[src/sv/segment_segment_distance_3d_unit_assert.svh]
// Assertion macros for the segment distance unit.
// Used by the top level; expects clk and arst_n in scope.
`ifndef SEGMENT_SEGMENT_DISTANCE_3D_UNIT_ASSERT_SVH
`define SEGMENT_SEGMENT_DISTANCE_3D_UNIT_ASSERT_SVH
`ifndef NO_ASSERTIONS
`define SSD_ASSERT_IMPLY(label, ante, cons) \
	label: assert property (@(posedge clk) disable iff (!arst_n) (ante) |-> (cons)) \
		else $error("ssd: implication check failed");
`define SSD_ASSERT_NEVER(label, cond) \
	label: assert property (@(posedge clk) disable iff (!arst_n) !(cond)) \
		else $error("ssd: forbidden condition seen");
`else
`define SSD_ASSERT_IMPLY(label, ante, cons)
`define SSD_ASSERT_NEVER(label, cond)
`endif
`endif

[src/sv/ssd_pkg.sv]
// Shared types, widths and helpers for the segment distance unit.
// No dependencies.
`timescale 1ns / 1ps

package ssd_pkg;

	localparam int COORD_W     = 16;
	localparam int DIFF_W      = COORD_W + 1;
	localparam int PROD_W      = 2 * DIFF_W;
	localparam int DOT_W       = PROD_W + 4;
	localparam int WIDE_W      = 2 * DOT_W - 4;
	localparam int PARAM_FRAC  = 16;
	localparam int PARAM_W     = 17;
	localparam int DIV_STEPS   = PARAM_FRAC + 1;
	localparam int DF_W        = 36;
	localparam int SQ_W        = 72;
	localparam int ROOT_W      = SQ_W / 2;
	localparam int REM_W       = ROOT_W + 3;
	localparam int DIST_SHIFT  = PARAM_FRAC - 8;
	localparam int RND_W       = ROOT_W - DIST_SHIFT;
	localparam int DIST_W      = 25;
	localparam int QUEUE_DEPTH = 4;
	localparam int QPTR_W      = $clog2(QUEUE_DEPTH);

	typedef logic signed [COORD_W-1:0] coord_t;
	typedef logic signed [DIFF_W-1:0]  diff_t;
	typedef logic signed [PROD_W-1:0]  prod_t;
	typedef logic signed [DOT_W-1:0]   dot_t;
	typedef logic signed [WIDE_W-1:0]  wide_t;
	typedef logic signed [DF_W-1:0]    df_t;
	typedef logic [PARAM_W-1:0]        param_t;
	typedef logic [DIST_W-1:0]         dist_t;

	localparam dot_t   DOT_ZERO  = '0;
	localparam wide_t  WIDE_ZERO = '0;
	localparam param_t PARAM_ONE = param_t'(1 << PARAM_FRAC);
	localparam dist_t  DIST_MAX  = '1;

	typedef enum logic [1:0] {
		PM_ZERO,
		PM_ONE,
		PM_DIV
	} pmode_t;

	// one parameter: forced to zero or one, or num/den with 0 < num < den
	typedef struct packed {
		pmode_t            mode;
		logic [WIDE_W-1:0] num;
		logic [WIDE_W-1:0] den;
	} pjob_t;

	typedef struct packed {
		diff_t [2:0] d1;
		diff_t [2:0] d2;
		diff_t [2:0] r0;
	} geo_t;

	typedef struct packed {
		pjob_t s_job;
		pjob_t t_job;
		geo_t  geo;
	} work_t;

	typedef struct packed {
		logic full;
		logic empty;
	} qstat_t;

	function automatic diff_t sub_coord(coord_t a, coord_t b);
		return diff_t'(a) - diff_t'(b);
	endfunction

	function automatic pjob_t mk_job(pmode_t m, wide_t n, wide_t d);
		pjob_t j;
		j.mode = m;
		j.num  = n;
		j.den  = d;
		return j;
	endfunction

	function automatic pjob_t clamp_job(logic le0, logic ge, dot_t n, dot_t d);
		pmode_t m;
		if (le0) begin
			m = PM_ZERO;
		end else if (ge) begin
			m = PM_ONE;
		end else begin
			m = PM_DIV;
		end
		return mk_job(m, wide_t'(n), wide_t'(d));
	endfunction

endpackage

[src/sv/ssd_queue.sv]
// Short FIFO between the front end and the back end.
// Depth is a power of two from ssd_pkg; head is read without latency.
`timescale 1ns / 1ps

module ssd_queue (
	input  logic            clk,
	input  logic            arst_n,
	input  logic            push,
	input  ssd_pkg::work_t  wdata,
	input  logic            pop,
	output ssd_pkg::work_t  head,
	output ssd_pkg::qstat_t qstat
);

	localparam int PW = ssd_pkg::QPTR_W;

	ssd_pkg::work_t  slot_q [ssd_pkg::QUEUE_DEPTH];
	logic [PW-1:0]   wr_ptr_q, rd_ptr_q;
	logic [PW:0]     count_q;

	assign head        = slot_q[rd_ptr_q];
	assign qstat.full  = count_q == (PW + 1)'(ssd_pkg::QUEUE_DEPTH);
	assign qstat.empty = count_q == '0;

	always_ff @(posedge clk or negedge arst_n) begin
		if (!arst_n) begin
			wr_ptr_q <= '0;
			rd_ptr_q <= '0;
			count_q  <= '0;
		end else begin
			if (push) begin
				wr_ptr_q <= wr_ptr_q + 1'b1;
			end
			if (pop) begin
				rd_ptr_q <= rd_ptr_q + 1'b1;
			end
			case ({push, pop})
				2'b10:   count_q <= count_q + 1'b1;
				2'b01:   count_q <= count_q - 1'b1;
				default: count_q <= count_q;
			endcase
		end
	end

	always_ff @(posedge clk) begin
		if (push) begin
			slot_q[wr_ptr_q] <= wdata;
		end
	end

endmodule

[config.mk]
export PLATFORM = sky130hd
export DESIGN_NAME = ssd_queue
export DESIGN_NICKNAME = d
export VERILOG_FILES = /design/src/sv/segment_segment_distance_3d_unit_assert.svh /design/src/sv/ssd_pkg.sv /design/src/sv/ssd_queue.sv
export SDC_FILE = /design/constraint.sdc
export NUM_CORES = 1
export LEC_CHECK = 0
export BUFFER_PORTS_ARGS = -buffer_cell sky130_fd_sc_hd__buf_2
export CAP_MARGIN = 20
export CORE_AREA = 2 2 350 352
export CTS_BUF_LIST = sky130_fd_sc_hd__clkbuf_16
export DETAILED_ROUTE_END_ITERATION = 10
export DIE_AREA = 0 0 352 354
export PLACE_DENSITY = 0.76
export RECOVER_POWER = 100
export SYNTH_ARGS = -nofsm -noshare
export SYNTH_HDL_FRONTEND = slang
export SYNTH_SLANG_ARGS = --single-unit
export TNS_END_PERCENT = 20
[constraint.sdc]
create_clock -name clk -period 30.2 [get_ports clk]
set_clock_uncertainty 0.1 [all_clocks]
set_input_delay 7.55 -clock clk [delete_from_list [all_inputs] [get_ports clk]]
set_output_delay 7.55 -clock clk [all_outputs]
set_load 0.02 [all_outputs]
# Word level (Yosys, flattened, before mapping)

Memories as Yosys holds them, arrays and structs flattened.
Cells that the tools add are included.
Widths: inputs -> output; s select.

Flip-flop bits (word level): 7
Bits in writable memories: 1,780
Input port bits: 449
Logic and storage cells: 16
Memories: 1

Memories:

| name   | depth | bits a word | read ports | clocked after memory_dff | wr ports | line            | text |
|---|---|---|---|---|---|---|---|
| slot_q | 4     | 445         | 1          | 0                        | 1        | ssd_queue.sv:17 | `ssd_pkg::work_t slot_q [ssd_pkg::QUEUE_DEPTH];` |

$add $sub $neg: 4
Eq/ne operators: 3
Multiplexer cells: 3
Reduce and logical (&&, ||, !) cells: 2

Operators by type and width:

| cell                | count |
|---|---|
| $pmux 3 s2          | 1 |
| $add 2x1->2 const B | 2 |
| $add 3x1->3 const B | 1 |
| $eq 3x3->1 const B  | 1 |
| $logic_not 3->1     | 1 |
| $sub 3x1->3 const B | 1 |
| $eq 2x1->1 const B  | 1 |
| $eq 2x2->1 const B  | 1 |
| $mux 1              | 2 |
| $reduce_bool 2->1   | 1 |

# Longest topological paths before layout

Depth after elaboration: 2
Gate-level depth with buffers: 7
Depth with buffers taken out: 7

# Least setup slack after synthesis

No wires, ideal clock.

Path kind: in2reg
Start point: input push
End point: memory slot_q[0][0] (netlist bit) (enable)
Data arrival time: 17.548 ns
Path slack: 11.687 ns
Stages on the path: 1
Buffers on the path: 0
Cell sequence: and2_1

Cells in the longest elaborated chain, start to end: 2

Ends and longest elaborated chain:

| item                         | line            | text |
|---|---|---|
| from (decl)                  | ssd_queue.sv:8  | `input logic push,` |
| $mux 1                       | ssd_queue.sv:46 | `if (push) begin` |
| $mux 1 (implied by the code) | ssd_queue.sv:47 | `slot_q[wr_ptr_q] <= wdata;` |
| to (decl)                    | ssd_queue.sv:17 |  |

No other way between the ends.

# Worst setup path after layout

Start point: input push
End point: memory slot_q[2][364] (netlist bit) (enable)

The elaborated chain is that of the path after synthesis.

==> summary.txt <==
Max Buffers Root-to-Sink: 3
Pre-antenna DRT Iters: 5
Inst Count DP: 4,817
# DRC: 0
multiplexer share of the synthesized area: 0.173
Post-synth EDFFs: 1,780
vias in the first global route: 30,712
cts repair resizes: 0
Synth Area in Compound Gates: 0.000151
Seq/Total Area, Yosys: 0.811
worst hold slack: 0.396 ns
critical path launch point type: input port
Die H: 354 um
fin crit share: 0.639
antenna violations before repair: 75
min cycle time layout: 19.30 ns
simple-gate share of the synthesized area: 0.000776
ys async rst share: 0.00392
Post-Syn Area: 0.0661 sq mm
Root Buffer: clkbuf_16
Hold Fails Final Rpt: 0
pre-CTS WS: 18.32 ns
total grt overflow: 0
hold path depth: 1
Synth top cells by count: 1,780 x edfxtp_1, 386 x mux4_1, 59 x mux4_2
vias post-DR: 30,306
WP data arrival: 19.51 ns
Cell Count, Final, Fillers Out: 5,171
Reg clk slew, reported paths: 0.06 ns
Final WS setup: 10.90 ns
Worst EP required: 30.41 ns
Final ANT Viol Nets: 0
final count of negative-setup-slack endpoints: 0
die width: 352 um
clk_lat worst skew: 0.78 ns
Power Density: 102 mW/mm^2
Routed WL: 147,000 um
R2R depth: 6
Hold WC Path Type: register to register
Fin Setup TNS: 0 ns
Worst slew margin: -5.35
nets: 3,822
R2R setup slack: 17.32 ns
CTS sink count: 1,787
worst r2r src: wr_ptr_q[0]$_DFFE_PN0P_
register bit total from synthesis: 1,787
met1 Track Usage GR: 0.283
PortBufs: 895
RSZ-0062 raised after global routing: false
Ys Warns: 0
met3 Use GR: 0.103
post-CTS setup buffers: 0
Synth Net Count: 2,817
Fillers: 8,124
status: finished with violations
mean area per synthesized cell: 28.0 sq um
Post-Synth Adder-Cell Area: 0.00125
core area: 0.121 sq mm
failing checks: max-capacitance violations, max-slew violations
first-pass GRT wire length: 208,000 um
I/O Pins: 896
xor and xnor area share after synthesis: 0.000795
Synth area leaders: edfxtp_1 81%, mux4_1 15%, mux4_2 2.0%, buf_6 0.75%, buf_2 0.35%
peak supply drop: 0.0000880 V
CTS buffer count: 173
post-synth top area share: 0.808
largest net degree at the start of global routing: 155
LEAKAGE: 24.9 nW
htree depth: 4
share of cells above drive strength 1: 0.0870
Avg WL per Cell: 28.5 um
Critical Path Sink Type: register
count leader, synth: edfxtp_1
worst-path fanout max: 72
Setup CP Type: input port to register
Starting Density: 0.547
gp weighted congestion: 0.785
Hold Path Sink: count_q[2]$_DFFE_PN0P_
r2r endpoint: slot_q[2][364]$_DFFE_PP_
Synth Instances: 2,362
grt peak-use layer: met2
Die ar.: 0.125 sq mm
Area growth syn-to-layout: 15.6%
largest family of logic cells by synthesized area: multiplexers
CTS tree: built
drt via density: 5.86
First DRT Iteration DRCs: 2,712
Netlist cell types: 19
hold path start: count_q[2]$_DFFE_PN0P_
Max Fclk: 51.8 MHz
Max-Cap Viols: 34
Yosys top cell by area: edfxtp_1
met2 usage: 0.359
most common flop cell mapped by yosys: edfxtp_1
total track usage: 0.231
Hold-fix buffers, CTS: 0
Row Count: 128
Final Max Tran Viols: 2,159
Post-DP HPWL: 90,600 um
Slew @ Worst Pin: 9.52 ns
layout make-up:
cell class	instances	area (sq um)	share of cell area
clock inverters	135	1010	0.0132
flip-flops and latches	1787	53600	0.702
inverters	6	22.5	0.000295
well taps	1625	2030	0.0266
clock buffers	177	4430	0.0579
repair buffers	930	3550	0.0464
multi-input cells	469	11700	0.153
diodes	42	105	0.00137
through the flow:
stage / area [sq um] / utilization / power (mW)
final: 76400 / 0.632 / 7.82
after global routing: 76400 / 0.632 / 8.10
after CTS: 77600 / 0.642 / 7.89
after detailed placement: 72200 / 0.597 / 5.84
after global placement: 72200 / 0.597 / 5.80
after floorplan: 66100 / - / 5.22
kinds of logic after synthesis:
family | Yosys count
muxes | 445
adders and majority gates | 6
and+or+nand+nor | 10
DFF | 1787
xor gates and xnor gates | 6
AOI/OAI and AO/OA | 2
buffers and inverters | 106
cell usage in the layout (no fill, tap or decap), drive strengths merged, types with 2 or more instances in the layout:
cell	n
and2	4
o21ai	2
inv	56
edfxtp	1780
xnor2	2
clkinv	68
bufinv	12
clkbuf	1093
clkinvlp	5
diode	42
buf	14
dfrtp	7
mux4	445
nand2	3
xor2	4
ha	5
worst max path at each step:
| stage | slack (ns) | end | from |
|---|---|---|---|
| 2_1_floorplan | 11.69 | slot_q[0][0]$_DFFE_PP_ | push |
| 3_3_place_gp | 18.32 | head[406] | rd_ptr_q[1]$_DFFE_PN0P_ |
| 3_5_place_dp | 18.32 | head[406] | rd_ptr_q[1]$_DFFE_PN0P_ |
| 4_1_cts | 17.46 | head[406] | rd_ptr_q[1]$_DFFE_PN0P_ |
| 5_1_grt | 9.81 | slot_q[2][130]$_DFFE_PP_ | push |
| 6_report | 10.90 | slot_q[2][364]$_DFFE_PP_ | push |
flip-flops by register name (all words and copies together) (netlist names):
signal	flops
count_q	3
wr_ptr_q	2
slot_q	1780
rd_ptr_q	2
critical path, cell delays in order:
cell and delay (ns):
clkbuf_1 0.25, and2_0 2.69, clkbuf_1 3.28, clkbuf_1 2.75
clkbuf_1 2.83
power breakdown:
part | total (mW) | switching (mW) | internal, mW
sequential | 3.45 | 0.119 | 3.33
combinational | 2.32 | 1.55 | 0.768
clock | 2.06 | 0.890 | 1.16
metal layers:
metal,vias up,wire (um)
li1,12777,-
met1,15759,53500
met2,1381,71800
met3,325,16400
met4,64,5410
met5,-,381
Note: power is estimated with default switching activity, not from simulation.
